## config.mk

```make
export PLATFORM = sky130hd
export DESIGN_NAME = ppm_p6_stream_decoder_flat
export DESIGN_NICKNAME = d
export VERILOG_FILES = /design/src/rtl/core/ppm_dec_pkg.sv /design/src/rtl/core/ppm_dec_if.sv /design/src/rtl/core/ppm_dec_core.sv /design/src/rtl/core/ppm_dec_fifo.sv /design/src/rtl/core/ppm_p6_stream_decoder.sv /design/src/flat_wrapper.sv
export SDC_FILE = /design/constraint.sdc
export NUM_CORES = 1
export LEC_CHECK = 0
export BUFFER_PORTS_ARGS = -buffer_cell sky130_fd_sc_hd__buf_4
export CORE_UTILIZATION = 40
export CTS_CLUSTER_DIAMETER = 50
export CTS_CLUSTER_SIZE = 10
export DETAILED_ROUTE_END_ITERATION = 8
export GPL_TIMING_DRIVEN = 1
export PLACE_DENSITY = 0.59
export REMOVE_ABC_BUFFERS = 1
export SLEW_MARGIN = 20
export SYNTH_ARGS = -nofsm -noshare
export SYNTH_HDL_FRONTEND = slang
export SYNTH_SLANG_ARGS = --single-unit
```

## constraint.sdc

```tcl
create_clock -name clk_i -period 17.1 [get_ports clk_i]
set_clock_uncertainty 0.1 [all_clocks]
set_input_delay 3.42 -clock clk_i [delete_from_list [all_inputs] [get_ports clk_i]]
set_output_delay 3.42 -clock clk_i [all_outputs]
set_load 0.01 [all_outputs]
```

## src/rtl/core/ppm_dec_pkg.sv

```systemverilog
// Shared types, codes and helper functions of the P6 stream decoder.
package ppm_dec_pkg;

  localparam int unsigned MaxSideDef = 4096;
  localparam int unsigned SideOutW   = 13;
  localparam int unsigned NumW       = 16;
  localparam int unsigned NumProdW   = 20;
  localparam int unsigned FifoDepth  = 4;
  localparam int unsigned FifoPtrW   = $clog2(FifoDepth);
  localparam int unsigned FifoCntW   = $clog2(FifoDepth + 1);
  localparam logic [3:0]  ShortLen   = 4'd8;
  localparam logic [NumProdW-1:0] NumLimit = NumProdW'(65535);
  localparam logic [NumW-1:0]     MaxvalLimit = NumW'(256);
  localparam logic [7:0]  AlphaOpaque = 8'd255;

  localparam logic [7:0] ChP    = 8'h50;
  localparam logic [7:0] Ch6    = 8'h36;
  localparam logic [7:0] ChHash = 8'h23;
  localparam logic [7:0] ChNl   = 8'h0A;
  localparam logic [7:0] Ch0    = 8'h30;
  localparam logic [7:0] Ch9    = 8'h39;
  localparam logic [7:0] ChSp   = 8'h20;
  localparam logic [7:0] ChTab  = 8'h09;
  localparam logic [7:0] ChCr   = 8'h0D;

  typedef enum logic [1:0] {
    KindHeader = 2'd0,
    KindPixel  = 2'd1,
    KindStatus = 2'd2
  } kind_e;

  typedef enum logic [1:0] {
    StOk      = 2'd0,
    StInvalid = 2'd1,
    StTooBig  = 2'd2
  } status_e;

  typedef enum logic [10:0] {
    PhMagic0 = 11'b000_0000_0001,
    PhMagic1 = 11'b000_0000_0010,
    PhSkipW  = 11'b000_0000_0100,
    PhNumW   = 11'b000_0000_1000,
    PhSkipH  = 11'b000_0001_0000,
    PhNumH   = 11'b000_0010_0000,
    PhSkipM  = 11'b000_0100_0000,
    PhNumM   = 11'b000_1000_0000,
    PhPixels = 11'b001_0000_0000,
    PhDone   = 11'b010_0000_0000,
    PhError  = 11'b100_0000_0000
  } phase_e;

  typedef struct packed {
    kind_e                kind;
    logic [SideOutW-1:0]  width;
    logic [SideOutW-1:0]  height;
    logic [7:0]           red;
    logic [7:0]           green;
    logic [7:0]           blue;
    logic [7:0]           alpha;
    status_e              status;
    logic                 last_of_run;
  } res_t;

  typedef struct packed {
    logic [1:0] cnt;
    res_t       r0;
    res_t       r1;
  } push_t;

  function automatic logic is_space(input logic [7:0] b);
    return (b == ChSp) || (b >= ChTab && b <= ChCr);
  endfunction

  function automatic logic is_digit(input logic [7:0] b);
    return (b >= Ch0) && (b <= Ch9);
  endfunction

endpackage

```

## src/rtl/core/ppm_dec_if.sv

```systemverilog
// Stream interfaces: file bytes in, decoded results out.
interface ppm_dec_byte_if;
  logic       valid;
  logic       ready;
  logic [7:0] data_byte;
  logic       final_byte;

  modport source (output valid, output data_byte, output final_byte, input ready);
  modport sink   (input valid, input data_byte, input final_byte, output ready);
endinterface

interface ppm_dec_res_if;
  logic        valid;
  logic        ready;
  logic [1:0]  kind;
  logic [12:0] width;
  logic [12:0] height;
  logic [7:0]  red;
  logic [7:0]  green;
  logic [7:0]  blue;
  logic [7:0]  alpha;
  logic [1:0]  status;
  logic        last_of_run;

  modport source (output valid, output kind, output width, output height, output red,
                  output green, output blue, output alpha, output status,
                  output last_of_run, input ready);
  modport sink   (input valid, input kind, input width, input height, input red,
                  input green, input blue, input alpha, input status,
                  input last_of_run, output ready);
endinterface

```

## src/rtl/core/ppm_dec_core.sv

```systemverilog
// Per-byte header parser and pixel assembler; yields up to two results per byte.
module ppm_dec_core #(
  parameter int unsigned MaxSide = ppm_dec_pkg::MaxSideDef
) (
  input  logic                clk_i,
  input  logic                rst_ni,
  input  logic                fire_i,
  input  logic [7:0]          data_byte_i,
  input  logic                final_byte_i,
  output ppm_dec_pkg::push_t  push_o
);

  localparam int unsigned SideW = $clog2(MaxSide + 1);
  localparam int unsigned PixW  = 2 * SideW;
  localparam logic [ppm_dec_pkg::NumW-1:0] MaxSideV = ppm_dec_pkg::NumW'(MaxSide);

  ppm_dec_pkg::phase_e  ph_q, ph_d;
  ppm_dec_pkg::status_e err_q, err_d;
  logic                          cmt_q, cmt_d;
  logic [ppm_dec_pkg::NumW-1:0]  num_q, num_d;
  logic [ppm_dec_pkg::NumW-1:0]  w_q, w_d;
  logic [ppm_dec_pkg::NumW-1:0]  h_q, h_d;
  logic [PixW-1:0]               pix_q, pix_d;
  logic [1:0]                    bip_q, bip_d;
  logic [7:0]                    red_q, red_d;
  logic [7:0]                    green_q, green_d;
  logic [3:0]                    cnt_q, cnt_d;

  logic                          sk_en, sk_cmt;
  ppm_dec_pkg::phase_e           sk_num;
  logic [ppm_dec_pkg::NumProdW-1:0] acc;
  logic [PixW-1:0]               pix_dec;
  logic                          fail;
  ppm_dec_pkg::status_e          fail_code, fin_st;
  ppm_dec_pkg::res_t             main_res, stat_res;
  logic                          main_en;

  assign acc = ppm_dec_pkg::NumProdW'(num_q) * ppm_dec_pkg::NumProdW'(10)
             + ppm_dec_pkg::NumProdW'(data_byte_i - ppm_dec_pkg::Ch0);
  assign pix_dec = (pix_q != '0) ? pix_q - PixW'(1) : pix_q;

  always_comb begin
    ph_d      = ph_q;
    err_d     = err_q;
    cmt_d     = cmt_q;
    num_d     = num_q;
    w_d       = w_q;
    h_d       = h_q;
    pix_d     = pix_q;
    bip_d     = bip_q;
    red_d     = red_q;
    green_d   = green_q;
    cnt_d     = (cnt_q < ppm_dec_pkg::ShortLen) ? cnt_q + 4'd1 : cnt_q;
    sk_en     = 1'b0;
    sk_cmt    = cmt_q;
    sk_num    = ppm_dec_pkg::PhNumW;
    fail      = 1'b0;
    fail_code = ppm_dec_pkg::StInvalid;
    main_en   = 1'b0;
    main_res  = '0;

    unique case (ph_q) inside
      ppm_dec_pkg::PhMagic0: begin
        if (data_byte_i == ppm_dec_pkg::ChP) ph_d = ppm_dec_pkg::PhMagic1;
        else fail = 1'b1;
      end
      ppm_dec_pkg::PhMagic1: begin
        if (data_byte_i == ppm_dec_pkg::Ch6) begin
          ph_d  = ppm_dec_pkg::PhSkipW;
          cmt_d = 1'b0;
        end else begin
          fail = 1'b1;
        end
      end
      ppm_dec_pkg::PhSkipW: begin
        sk_en  = 1'b1;
        sk_num = ppm_dec_pkg::PhNumW;
      end
      ppm_dec_pkg::PhSkipH: begin
        sk_en  = 1'b1;
        sk_num = ppm_dec_pkg::PhNumH;
      end
      ppm_dec_pkg::PhSkipM: begin
        sk_en  = 1'b1;
        sk_num = ppm_dec_pkg::PhNumM;
      end
      ppm_dec_pkg::PhNumW, ppm_dec_pkg::PhNumH: begin
        if (ppm_dec_pkg::is_digit(data_byte_i)) begin
          if (acc > ppm_dec_pkg::NumLimit) fail = 1'b1;
          else num_d = acc[ppm_dec_pkg::NumW-1:0];
        end else begin
          // close the number, then treat this byte as separator
          if (ph_q == ppm_dec_pkg::PhNumW) begin
            w_d    = num_q;
            ph_d   = ppm_dec_pkg::PhSkipH;
            sk_num = ppm_dec_pkg::PhNumH;
          end else begin
            h_d    = num_q;
            ph_d   = ppm_dec_pkg::PhSkipM;
            sk_num = ppm_dec_pkg::PhNumM;
          end
          sk_en  = 1'b1;
          sk_cmt = 1'b0;
        end
      end
      ppm_dec_pkg::PhNumM: begin
        if (ppm_dec_pkg::is_digit(data_byte_i)) begin
          if (acc > ppm_dec_pkg::NumLimit) fail = 1'b1;
          else num_d = acc[ppm_dec_pkg::NumW-1:0];
        end else if (w_q == '0 || h_q == '0 || w_q > MaxSideV || h_q > MaxSideV) begin
          fail      = 1'b1;
          fail_code = ppm_dec_pkg::StTooBig;
        end else if (num_q == '0 || num_q >= ppm_dec_pkg::MaxvalLimit) begin
          fail = 1'b1;
        end else if (!ppm_dec_pkg::is_space(data_byte_i)) begin
          fail = 1'b1;
        end else begin
          main_en        = 1'b1;
          main_res.kind  = ppm_dec_pkg::KindHeader;
          main_res.width = w_q[ppm_dec_pkg::SideOutW-1:0];
          main_res.height = h_q[ppm_dec_pkg::SideOutW-1:0];
          pix_d = PixW'(w_q[SideW-1:0]) * PixW'(h_q[SideW-1:0]);
          bip_d = 2'd0;
          ph_d  = ppm_dec_pkg::PhPixels;
        end
      end
      ppm_dec_pkg::PhPixels: begin
        case (bip_q)
          2'd0: begin
            red_d = data_byte_i;
            bip_d = 2'd1;
          end
          2'd1: begin
            green_d = data_byte_i;
            bip_d   = 2'd2;
          end
          default: begin
            main_en        = 1'b1;
            main_res.kind  = ppm_dec_pkg::KindPixel;
            main_res.red   = red_q;
            main_res.green = green_q;
            main_res.blue  = data_byte_i;
            main_res.alpha = ppm_dec_pkg::AlphaOpaque;
            bip_d = 2'd0;
            pix_d = pix_dec;
            if (pix_dec == '0) ph_d = ppm_dec_pkg::PhDone;
          end
        endcase
      end
      ppm_dec_pkg::PhDone, ppm_dec_pkg::PhError: begin
      end
      default: begin
      end
    endcase

    // whitespace and comment skipping ahead of a number
    if (sk_en) begin
      if (sk_cmt) begin
        if (data_byte_i == ppm_dec_pkg::ChNl) cmt_d = 1'b0;
      end else if (ppm_dec_pkg::is_space(data_byte_i)) begin
        cmt_d = 1'b0;
      end else if (data_byte_i == ppm_dec_pkg::ChHash) begin
        cmt_d = 1'b1;
      end else if (ppm_dec_pkg::is_digit(data_byte_i)) begin
        cmt_d = 1'b0;
        num_d = ppm_dec_pkg::NumW'(data_byte_i - ppm_dec_pkg::Ch0);
        ph_d  = sk_num;
      end else begin
        fail = 1'b1;
      end
    end

    if (fail) begin
      err_d = fail_code;
      ph_d  = ppm_dec_pkg::PhError;
    end

    if (cnt_d < ppm_dec_pkg::ShortLen)   fin_st = ppm_dec_pkg::StInvalid;
    else if (err_d != ppm_dec_pkg::StOk) fin_st = err_d;
    else if (ph_d != ppm_dec_pkg::PhDone) fin_st = ppm_dec_pkg::StInvalid;
    else                                  fin_st = ppm_dec_pkg::StOk;

    stat_res             = '0;
    stat_res.kind        = ppm_dec_pkg::KindStatus;
    stat_res.status      = fin_st;
    stat_res.last_of_run = 1'b1;

    push_o = '0;
    if (main_en) begin
      push_o.r0 = main_res;
      if (final_byte_i) begin
        push_o.cnt = 2'd2;
        push_o.r1  = stat_res;
      end else begin
        push_o.cnt            = 2'd1;
        push_o.r0.last_of_run = 1'b1;
      end
    end else if (final_byte_i) begin
      push_o.cnt = 2'd1;
      push_o.r0  = stat_res;
    end
    if (!fire_i) push_o.cnt = 2'd0;

    // status closes the file: back to reset for the next one
    if (final_byte_i) begin
      ph_d    = ppm_dec_pkg::PhMagic0;
      err_d   = ppm_dec_pkg::StOk;
      cmt_d   = 1'b0;
      num_d   = '0;
      w_d     = '0;
      h_d     = '0;
      pix_d   = '0;
      bip_d   = 2'd0;
      red_d   = '0;
      green_d = '0;
      cnt_d   = '0;
    end
  end

  always_ff @(posedge clk_i or negedge rst_ni) begin
    if (!rst_ni) begin
      ph_q    <= ppm_dec_pkg::PhMagic0;
      err_q   <= ppm_dec_pkg::StOk;
      cmt_q   <= 1'b0;
      num_q   <= '0;
      w_q     <= '0;
      h_q     <= '0;
      pix_q   <= '0;
      bip_q   <= 2'd0;
      red_q   <= '0;
      green_q <= '0;
      cnt_q   <= '0;
    end else if (fire_i) begin
      ph_q    <= ph_d;
      err_q   <= err_d;
      cmt_q   <= cmt_d;
      num_q   <= num_d;
      w_q     <= w_d;
      h_q     <= h_d;
      pix_q   <= pix_d;
      bip_q   <= bip_d;
      red_q   <= red_d;
      green_q <= green_d;
      cnt_q   <= cnt_d;
    end
  end

endmodule

```

## src/rtl/core/ppm_dec_fifo.sv

```systemverilog
// Result queue: takes up to two results per cycle, hands out one.
module ppm_dec_fifo (
  input  logic                                clk_i,
  input  logic                                rst_ni,
  input  ppm_dec_pkg::push_t                  push_i,
  input  logic                                pop_i,
  output ppm_dec_pkg::res_t                   head_o,
  output logic [ppm_dec_pkg::FifoCntW-1:0]    count_o
);

  ppm_dec_pkg::res_t                  mem_q [ppm_dec_pkg::FifoDepth];
  logic [ppm_dec_pkg::FifoPtrW-1:0]   wptr_q, wptr_d, rptr_q, rptr_d;
  logic [ppm_dec_pkg::FifoCntW-1:0]   cnt_q, cnt_d;
  logic [ppm_dec_pkg::FifoPtrW-1:0]   wptr_nx;

  assign wptr_nx = wptr_q + ppm_dec_pkg::FifoPtrW'(1);
  assign wptr_d  = wptr_q + ppm_dec_pkg::FifoPtrW'(push_i.cnt);
  assign rptr_d  = rptr_q + ppm_dec_pkg::FifoPtrW'(pop_i);
  assign cnt_d   = cnt_q + ppm_dec_pkg::FifoCntW'(push_i.cnt)
                 - ppm_dec_pkg::FifoCntW'(pop_i);
  assign head_o  = mem_q[rptr_q];
  assign count_o = cnt_q;

  always_ff @(posedge clk_i) begin
    if (push_i.cnt != 2'd0) mem_q[wptr_q] <= push_i.r0;
    if (push_i.cnt == 2'd2) mem_q[wptr_nx] <= push_i.r1;
  end

  always_ff @(posedge clk_i or negedge rst_ni) begin
    if (!rst_ni) begin
      wptr_q <= '0;
      rptr_q <= '0;
      cnt_q  <= '0;
    end else begin
      wptr_q <= wptr_d;
      rptr_q <= rptr_d;
      cnt_q  <= cnt_d;
    end
  end

endmodule

```

## src/rtl/core/ppm_p6_stream_decoder.sv

```systemverilog
// Top level of the streaming binary PPM (P6) decoder.
// Takes one file byte per cycle while ready: each byte is parsed and its results
// are written to a four-entry result queue in the cycle of its transfer, so they
// can show at the output in the cycle after, behind any results still queued. The
// input is ready while the queue holds at most two results. A byte that completes
// a pixel and is also marked final yields two results (pixel, then status); the
// single-result output port then hands them out one after the other.
// Results: a header with width and height, one RGBA pixel per three data bytes,
// then a status on the final byte. Pixels leave before the status is known; drop
// them when the status is not ok. After the status the decoder expects a new file.
module ppm_p6_stream_decoder #(
  parameter int unsigned MaxSide = ppm_dec_pkg::MaxSideDef
) (
  input  logic                  clk_i,
  input  logic                  rst_ni,
  ppm_dec_byte_if.sink          byte_i,
  ppm_dec_res_if.source         res_o
);

  ppm_dec_pkg::push_t                push;
  ppm_dec_pkg::res_t                 head;
  logic [ppm_dec_pkg::FifoCntW-1:0]  count;
  logic                              fire, pop;

  assign byte_i.ready = (count <= ppm_dec_pkg::FifoCntW'(ppm_dec_pkg::FifoDepth - 2));
  assign fire         = byte_i.valid && byte_i.ready;
  assign res_o.valid  = (count != '0);
  assign pop          = res_o.valid && res_o.ready;

  ppm_dec_core #(
    .MaxSide (MaxSide)
  ) u_core (
    .clk_i        (clk_i),
    .rst_ni       (rst_ni),
    .fire_i       (fire),
    .data_byte_i  (byte_i.data_byte),
    .final_byte_i (byte_i.final_byte),
    .push_o       (push)
  );

  ppm_dec_fifo u_fifo (
    .clk_i   (clk_i),
    .rst_ni  (rst_ni),
    .push_i  (push),
    .pop_i   (pop),
    .head_o  (head),
    .count_o (count)
  );

  assign res_o.kind        = head.kind;
  assign res_o.width       = head.width;
  assign res_o.height      = head.height;
  assign res_o.red         = head.red;
  assign res_o.green       = head.green;
  assign res_o.blue        = head.blue;
  assign res_o.alpha       = head.alpha;
  assign res_o.status      = head.status;
  assign res_o.last_of_run = head.last_of_run;

endmodule

```

## src/flat_wrapper.sv

```systemverilog
// flat-port wrapper written by rule: the top's interface ports become plain ports
module ppm_p6_stream_decoder_flat 
#(
  parameter int unsigned MaxSide = ppm_dec_pkg::MaxSideDef
)
  (clk_i, rst_ni, byte_i_valid, byte_i_data_byte, byte_i_final_byte, byte_i_ready, res_o_valid, res_o_kind, res_o_width, res_o_height, res_o_red, res_o_green, res_o_blue, res_o_alpha, res_o_status, res_o_last_of_run, res_o_ready);
  ppm_dec_byte_if byte_i_i ();
  ppm_dec_res_if res_o_i ();
  input  logic clk_i;
  input  logic rst_ni;
  input wire logic [$bits(byte_i_i.valid)-1:0] byte_i_valid;
  input wire logic [$bits(byte_i_i.data_byte)-1:0] byte_i_data_byte;
  input wire logic [$bits(byte_i_i.final_byte)-1:0] byte_i_final_byte;
  output wire logic [$bits(byte_i_i.ready)-1:0] byte_i_ready;
  output wire logic [$bits(res_o_i.valid)-1:0] res_o_valid;
  output wire logic [$bits(res_o_i.kind)-1:0] res_o_kind;
  output wire logic [$bits(res_o_i.width)-1:0] res_o_width;
  output wire logic [$bits(res_o_i.height)-1:0] res_o_height;
  output wire logic [$bits(res_o_i.red)-1:0] res_o_red;
  output wire logic [$bits(res_o_i.green)-1:0] res_o_green;
  output wire logic [$bits(res_o_i.blue)-1:0] res_o_blue;
  output wire logic [$bits(res_o_i.alpha)-1:0] res_o_alpha;
  output wire logic [$bits(res_o_i.status)-1:0] res_o_status;
  output wire logic [$bits(res_o_i.last_of_run)-1:0] res_o_last_of_run;
  input wire logic [$bits(res_o_i.ready)-1:0] res_o_ready;
  assign byte_i_i.valid = byte_i_valid;
  assign byte_i_i.data_byte = byte_i_data_byte;
  assign byte_i_i.final_byte = byte_i_final_byte;
  assign byte_i_ready = byte_i_i.ready;
  assign res_o_valid = res_o_i.valid;
  assign res_o_kind = res_o_i.kind;
  assign res_o_width = res_o_i.width;
  assign res_o_height = res_o_i.height;
  assign res_o_red = res_o_i.red;
  assign res_o_green = res_o_i.green;
  assign res_o_blue = res_o_i.blue;
  assign res_o_alpha = res_o_i.alpha;
  assign res_o_status = res_o_i.status;
  assign res_o_last_of_run = res_o_i.last_of_run;
  assign res_o_i.ready = res_o_ready;
  ppm_p6_stream_decoder #(.MaxSide(MaxSide)) u_core (.clk_i(clk_i), .rst_ni(rst_ni), .byte_i(byte_i_i), .res_o(res_o_i));
endmodule
```

Word level (Yosys, flattened, before mapping)
Memories as Yosys holds them, arrays and structs flattened.
Index checks and enable logic that the tools add are counted.
- eq/ne operators: 24
- multipliers: 2
- reductions and logical operators: 34
- $lt $le $gt $ge: 11
- add/subtract/negate cells: 10
- muxes and demuxes: 120
- operators with widths (kind ; number):
    two-way mux 26 bit ; 12
    two-way mux 16 bit ; 17
    two-way mux 11 bit ; 16
    two-way mux 63 bit ; 2
    two-way mux 65 bit ; 1
    two-way mux 32 bit ; 2
    two-way mux 64 bit ; 1
    one-hot mux 11 bit (5 select lines) ; 1
    one-hot mux 26 bit (2 select lines) ; 1
    logical NOT 16 bit ; 3
    two-way mux 8 bit ; 6
    two-way mux 1 bit ; 37
    greater-than comparator 16 x 13 -> 1 bit (second input constant) ; 2
    two-way mux 2 bit ; 14
    logical NOT 26 bit ; 1
    multiplier 13 x 13 -> 26 bit ; 1
    nonzero test 26 bit ; 1
    subtractor 26 x 1 -> 26 bit (second input constant) ; 1
    equality test 8 x 6 -> 1 bit (second input constant) ; 3
    adder 20 bit ; 1
    greater-than comparator 20 x 16 -> 1 bit (second input constant) ; 1
    multiplier 16 x 3 -> 19 bit (second input constant) ; 1
    subtractor 8 x 6 -> 9 bit (second input constant) ; 2
    greater-or-equal comparator 16 x 9 -> 1 bit (second input constant) ; 1
    other kinds (46) ; 73
- memories: 1
- memory bits (writable): 252
- output and inout port bits: 65
- word-level logic and storage cells: 216
- bits of input ports: 13
- register bits after elaboration: 117
- memories (name ; depth ; bits a word ; read ports ; clocked after Yosys merged registers in ; wr ports ; line ; RTL):
    u_core.u_fifo.mem_q ; 4 ; 63 ; 1 ; 0 ; 2 ; ppm_dec_fifo.sv:11 ; ppm_dec_pkg::res_t mem_q [ppm_dec_pkg::FifoDepth];

Depth between registers and ports, before layout
Gate-level depths: netlist of run 1.
- depth in word-level cells: 24
- gate-level depth with buffers: 24
- mapped depth without buffers: 23

Modules after synthesis
Synthesis of run 1 repeated with hierarchy kept, for this count alone.
- cells, all modules: 2403
- area, all modules: 27156.0 sq um
- modules (own cells, without submodules) (module ; instances ; cells an instance ; area an instance (sq um)):
    ppm_dec_core ; 1 ; 1753 ; 14452.6
    ppm_dec_fifo ; 1 ; 646 ; 12672.2
    ppm_p6_stream_decoder ; 1 ; 4 ; 31.3

Worst setup path after synthesis of run 1
Ideal clock, no wire load.
- path kind: input -> register
- from: in byte_i_data_byte[6]
- to: mem u_core.u_fifo.mem_q[1][1] (netlist name), data pin
- library setup time: 0.266 ns
- data required time: 16.734 ns
- buffers on the path: 1
- arrival time: 6.880 ns
- stages on the path: 14
- slack: 9.854 ns
- cells stage by stage: buf_2 -> or2_1 -> nor2_1 -> ha_1 -> a211oi_1 -> o21a_1 -> nor2_1 -> a2111oi_1 -> nor3_1 -> or4_1 -> o21ai_2 -> a21oi_1 -> a311oi_2 -> nor2_1
- RTL lines (what ; line ; RTL):
    start: declaration ; flat_wrapper.sv:12 ; input wire logic [$bits(byte_i_i.data_byte)-1:0] byte_i_data_byte;
    end: declaration ; ppm_dec_fifo.sv:11 ;

==> results of run 1 <==
tightest hold or removal path: stages, from the launching register on:
cell and delay [ns]:
dfxtp_1 0.32, nand2_1 0.04, o21ai_0 0.05
metal layers:
layer	wire length, um	part of all wire	GRT usage
met5	10	0.00016	0
met3	3651	0.058	0.03341
met2	28810	0.45	0.3495
met4	1923	0.030	0.07682
met1	29030	0.46	0.3174
where the power goes:
group,switching [uW],leakage (uW),internal [uW]
clock network,375,0.000739,577
registers,111,0.00336,884
logic,686,0.00719,400
total,1170,0.0113,1860
worst max path at each step:
stage / endpoint / slack [ns] / cells past startpoint
global route: u_core.u_fifo.mem_q[0][2] / 9.62 / 15
CTS: u_core.u_fifo.mem_q[3][1] / 9.66 / 14
floorplan: u_core.u_fifo.mem_q[0][0] / 9.06 / 13
detailed placement: u_core.u_fifo.mem_q[3][1] / 9.02 / 14
global placement: u_core.u_fifo.mem_q[1][1] / 9.20 / 14
finish: u_core.u_fifo.mem_q[0][2] / 9.97 / 15
cells by family after synthesis:
logic type | Yosys count
simple gates | 787
buf+inv | 336
fa+ha+maj | 257
xor+xnor | 67
compound gates | 592
mux | 76
flops | 337
sequential cells by signal, summed over array words and instances, names as in the netlist:
name                   count
u_core.u_core.w_q         16
u_core.u_core.pix_q       26
u_core.u_core.err_q        2
u_core.u_core.bip_q        2
u_core.u_core.green_q      8
u_core.u_core.cnt_q        4
u_core.u_core.red_q        8
u_core.u_core.h_q         16
u_core.u_fifo.wptr_q       2
u_core.u_fifo.mem_q      220
u_core.u_core.cmt_q        1
u_core.u_core.ph_q        11
u_core.u_fifo.rptr_q       2
u_core.u_fifo.count_o      3
u_core.u_core.num_q       16
stage by stage:
step | setup slack (ns) | cells | hold slack (ns) | power (uW) | utilization
2_1_floorplan | 9.064 | 2284 | 0.3198 | 1730 | -
6_report | 9.970 | 3221 | 0.3494 | 3032 | 0.4557
4_1_cts | 9.655 | 3220 | 0.3509 | 3042 | 0.4556
5_1_grt | 9.615 | 3220 | 0.3698 | 3204 | 0.4557
3_5_place_dp | 9.025 | 3141 | 0.3383 | 2080 | 0.4283
3_3_place_gp | 9.201 | 3141 | 0.3280 | 2071 | 0.4282
final cells by class:
| cell class | instances | area (um^2) |
|---|---|---|
| fillers | 5344 | 30220 |
| multi-input cells | 1779 | 13900 |
| flip-flops and latches | 337 | 7498 |
| clock buffers | 65 | 1294 |
| well taps | 748 | 935.9 |
| repair buffers | 109 | 818.3 |
| inverters | 168 | 630.6 |
| clock inverters | 14 | 224.0 |
| diodes | 1 | 2.502 |
placed cells by master (no fill, tap or decap), drive strengths merged, types with 11 or more instances in the layout:
cell type,synthesis,routed
nor3,48,48
and2,73,73
nand2,387,387
edfxtp,16,16
clkbuf,127,65
ha,133,133
mux4,55,55
dfxtp,204,204
a211oi,12,12
buf,41,109
nor4,28,28
o21a,13,13
nand4,11,11
and3,13,13
inv,168,171
mux2,17,17
nor2b,13,13
a31oi,14,14
o21ai,231,231
xor2,31,31
fa,124,124
a22o,112,112
nor2,126,126
xnor2,36,36
a21o,21,21
or3,12,12
dfrtp,116,116
nand3,29,29
a21oi,95,95
==> impl_results.md, run 1 <==
* Status: completed
* Mapped Area at 22,660 um^2
* GP Congestion at 0.8991
* Global route total overflow at 0
* 1st-iter DRT viols at 1,584
* Initial Util at 0.4081
* Core ar. at 55,520 um^2
* Critical path's top delay family: simple AND/OR/NAND/NOR gates
* Final Cycle Share at 0.4170
* Die ar. at 57,600 um^2
* Commonest cells post-synth: nand2_1 (385), o21ai_0 (220), dfxtp_1 (204)
* Largest net degree at the start of global routing at 57
* Clock Pin Slew Worst Setup and Hold Paths at 0.06 ns
* Post-synthesis mux area share at 0.06488
* Tightest Hold Check Type: reg -> reg
* Register area share after synthesis at 0.3307
* Nets at 2,711
* RR Endpoint: u_core.u_core.pix_q[22]
* Max Freq at 140.2 MHz
* Clk buf depth at 3
* Hold Buf Count CTS at 0
* Crit path DAT at 7.32 ns
* IO Pins at 78
* Die Y at 240.0 um
* # rows at 86
* Worst Setup Start Kind: input pin
* Main combinational cell family by area after synthesis: adder cells
* RR Startpoint: u_core.u_core.w_q[4]
* Slew headroom at 0.3534
* Kind of critical path: in -> reg
* Peak VDD IR at 0.0001374 V
* Vias in the first global route at 18.46k
* Reg2Reg Setup Slack at 10.37 ns
* DIE WIDTH at 240.0 um
* Final Cell Area at 25,300 um^2
* Worst hold stages at 2
* CTS tree: yes
* Total of max-cap violations at 0
* Resize count post-CTS at 0
* FFs w/ async S/R, synth at 0.3472
* Hold Fails Final Rpt at 0
* Final setup fails at 0
* Root buf cell: clkbuf_16
* Num CTS Buffers at 46
* Required @ worst endpoint at 17.29 ns
* Netlist cell types at 101
* Xor/xnor cell area share of the yosys netlist at 0.02590
* Post-Synth Adder-Cell Area at 0.1830
* Num Clock Sinks at 337
* DP HPWL at 43,620 um
* Post-synth EDFFs at 16
* Crit. End Element: flop
* CP max-delay cell: buf_4
* Largest area contributor in the netlist: dfxtp_1
* DRT Pass-1 Iters at 6
* Simple logic cell fraction of the synthesized area at 0.1637
* FF-to-FF path depth at 21
* Worst hold path startpoint: u_core.u_fifo.mem_q[1][16]
* Worst Hold Endpoint: u_core.u_fifo.mem_q[1][16]
* First-pass GRT wire length at 102,000 um
* Placed Area at 23,780 um^2
* Via Count at 18.38k
* Routed WL at 63,430 um
* Compound-Gate Fraction of Synth Area at 0.1739
* RSZ-0062 raised after global routing: no
* Post-synth top area share at 0.1802
* Top-count cell post-synth: nand2_1
* Fin. max-slew vios at 0
* Slowest stage delay, CP at 0.58 ns
* CTS H-tree depth at 2
* Post-CTS setup repair buffer count at 0
* Tot GR Track Use at 0.2245
* Total negative setup slack at 0 ns
* Remaining routing DRC violations at 0
* CP bufs+invs at 4
* Antenna viol nets, final at 0
* Post-synth top flop: dfxtp_1
* Worst setup path start: byte_i_data_byte[4]
* Critical path cell sequence: buf_4 -> inv_1 -> ha_1 -> nand2_2 -> nor4b_2 -> o21ai_1 -> nor2_1 -> nand4_2 -> and2_4 -> ha_1 -> nor2b_1 -> nor3_1 -> o21ai_4 -> buf_4 -> inv_1
* P per Cell Area at 119.8 nW/um^2
* Syn-to-layout area delta at 11.67%
* Antenna violations before repair at 2
* Worst-Margin Slew at 0.9663 ns
* Top post-synthesis cells by area: dfxtp_1 (18%), dfrtp_1 (13%), fa_1 (11%), ha_1 (7.3%), nand2_1 (6.4%)
* Final worst path period need at 7.130 ns
* Layout cells sized above 1 at 0.1234
* Mapped Cells at 2,452
* Vias per inst at 5.705
* Ys Warns at 0
* Number of port buffers at 77
* Leak at 0.01129 uW
* Avg Cell Area, Syn at 9.241 um^2
* Yosys reg bits at 337
* CP Max Fanout at 52
* Routed WL per cell at 19.69 um
* Clock Latency Late Sink at 0.60 ns
Note: power is estimated with default switching activity, not from simulation.
==> run 2: changes to the inputs <==
--- a/config.mk
+++ b/config.mk
@@ -11,7 +11,7 @@
 export CTS_CLUSTER_SIZE = 10
 export DETAILED_ROUTE_END_ITERATION = 8
 export GPL_TIMING_DRIVEN = 1
-export PLACE_DENSITY = 0.59
+export PLACE_DENSITY = 0.62
 export REMOVE_ABC_BUFFERS = 1
 export SLEW_MARGIN = 20
 export SYNTH_ARGS = -nofsm -noshare
==> constraint.sdc (replaced) <==
create_clock -name clk_i -period 6 [get_ports clk_i]
set_clock_uncertainty 0.1 [all_clocks]
set_input_delay 1.2 -clock clk_i [delete_from_list [all_inputs] [get_ports clk_i]]
set_output_delay 1.2 -clock clk_i [all_outputs]
set_load 0.01 [all_outputs]
==> impl_results.md, run 2 (synthesized netlist as in run 1, its figures left out) <==
* GP Congestion at 0.9213
* Syn-to-layout area delta at 13.68%
* Peak VDD IR at 0.0003024 V
* Layout cells sized above 1 at 0.1447
* Crit. End Element: flop
* Global route total overflow at 0
* Worst hold stages at 2
* Nets at 2,757
* Final setup fails at 0
* Vias in the first global route at 19.11k
* Commonest non-fill, non-tap cell in the layout: nand2_1
* Num Clock Sinks at 337
* CTS tree: yes
* Slew headroom at 0.3493
* Max Freq at 173.1 MHz
* Number of port buffers at 77
* Critical path cell sequence: ha_1 -> ha_1 -> fa_1 -> a21o_1 -> a21oi_1 -> o21bai_1 -> a21oi_1 -> o21bai_1 -> a211oi_1 -> o21bai_1 -> xor2_1 -> ha_1 -> nand4_1 -> nor2_1 -> and2_1 -> a2111oi_1 -> nor3_1 -> nor3_2 -> and2_2 -> o21ai_1 -> a21oi_2 -> o221a_2
* Initial Util at 0.4081
* Final Cycle Share at 0.9626
* Hold Fails Final Rpt at 0
* Worst hold path startpoint: u_core.u_fifo.mem_q[3][21]
* Worst Hold Endpoint: u_core.u_fifo.mem_q[3][21]
* Fin. max-slew vios at 0
* Worst-Margin Slew at 0.9761 ns
* Num CTS Buffers at 48
* Tightest Hold Check Type: reg -> reg
* Core ar. at 55,520 um^2
* CP Max Fanout at 5
* Antenna violations before repair at 0
* IO Pins at 78
* Status: completed
* DIE WIDTH at 240.0 um
* Tot GR Track Use at 0.2276
* Total of max-cap violations at 0
* DRT Pass-1 Iters at 7
* Final worst path period need at 5.776 ns
* DP HPWL at 46,410 um
* Crit path DAT at 6.20 ns
* Final WS setup at 0.2242 ns
* FF-to-FF path depth at 22
* Die Y at 240.0 um
* # rows at 86
* Largest net degree at the start of global routing at 60
* Via Count at 18.74k
* Placement Setup Slack at 0.03356 ns
* Vias per inst at 5.739
* Reg2Reg Setup Slack at 0.22 ns
* Clock Latency Late Sink at 0.60 ns
* Biggest regs: u_core.u_fifo.mem_q x220, u_core.u_core.pix_q x26
* RR Startpoint: u_core.u_core.num_q[2]
* Hold Slack at 0.3457 ns
* Routed WL at 64,670 um
* Largest register FFs at 220
* Root buf cell: clkbuf_16
* Total negative setup slack at 0 ns
* Clock Pin Slew Worst Setup and Hold Paths at 0.05 ns
* RSZ-0062 raised after global routing: no
* Kind of critical path: reg -> reg
* Final Util at 0.4639
* Remaining routing DRC violations at 0
* Slowest stage delay, CP at 0.46 ns
* CTS H-tree depth at 2
* Die ar. at 57,600 um^2
* RR Endpoint: u_core.u_core.num_q[13]
* Hold Buf Count CTS at 0
* First-pass GRT wire length at 104,500 um
* Top reg by flops: u_core.u_fifo.mem_q
* CP max-delay cell: fa_1
* Required @ worst endpoint at 6.42 ns
* Worst Setup Start Kind: flop
* P per Cell Area at 336.3 nW/um^2
* 1st-iter DRT viols at 1,367
* Antenna viol nets, final at 0
* Clk buf depth at 3
* Routed WL per cell at 19.81 um
* Most frequent cells in the layout: nand2_1 (383), o21ai_0 (217), dfxtp_1 (204)
* Leak at 0.01156 uW
-- run 2: changes by cell type in the layout (fill, tap and decap cells not counted), moves of 3 or more --
cell | previous run | this run
dfrtp_2 | 1 | 10
clkbuf_16 | 47 | 51
buf_12 | 0 | 4
clkinvlp_4 | 0 | 3
buf_4 | 109 | 148
dfrtp_1 | 114 | 105
-- run 2: cell type report --
cell class	instances	area [um^2]
diodes	1	2.502
clock buffers	66	1363
clock inverters	13	183.9
fillers	5271	29760
inverters	168	630.6
multi-input cells	1779	13930
flip-flops and latches	337	7510
well taps	748	935.9
repair buffers	153	1206
-- run 2: critical path, delay by kind of cell, from the launching register on --
family / cells / cell delay [ns]
adder cells (fa/ha/maj): 4 / 1.27
flip-flops: 1 / 0.44
AND/OR/NAND/NOR: 6 / 1.14
XOR/XNOR: 1 / 0.17
AO/OA/AOI/OAI: 11 / 2.59
-- run 2: report_power, final --
group / switching [uW] / total (uW) / internal [uW]
Combinational: 1870 / 3030 / 1170
Clock: 1080 / 2720 / 1640
Sequential: 389 / 2910 / 2520
Total: 3330 / 8660 / 5330
-- run 2: worst max path at each step --
stage	startpoint	endpoint	slack [ns]
CTS	u_core.u_core.w_q[4]	u_core.u_core.pix_q[20]	0.05
global placement	u_core.u_core.w_q[4]	u_core.u_core.pix_q[20]	0.13
finish	u_core.u_core.num_q[2]	u_core.u_core.num_q[13]	0.22
floorplan	byte_i_data_byte[4]	u_core.u_fifo.mem_q[0][0]	0.18
detailed placement	u_core.u_core.w_q[4]	u_core.u_core.pix_q[20]	0.03
global route	u_core.u_core.num_q[1]	u_core.u_core.num_q[13]	0.005
-- run 2: metal layers --
layer	wire [um]	track usage	vias up
met5	0	0	-
met4	1801	0.07643	0
li1	-	-	8624
met2	30450	0.3671	618
met1	28590	0.3108	9380
met3	3830	0.03467	116
-- run 2: repair_timing --
item / 4_1_cts / 5_1_grt
buffers inserted: 0 / 4
gates resized for setup: 0 / 18
setup endpoints to repair: 0 / 18
-- run 2: metrics by stage --
| step | instances | area, um^2 | total power [uW] |
|---|---|---|---|
| 3_3_place_gp | 3180 | 24120 | 5900 |
| 4_1_cts | 3259 | 25660 | 8659 |
| 5_1_grt | 3264 | 25760 | 9132 |
| 3_5_place_dp | 3180 | 24120 | 5933 |
| 2_1_floorplan | 2284 | 21980 | 4932 |
| 6_report | 3265 | 25760 | 8661 |
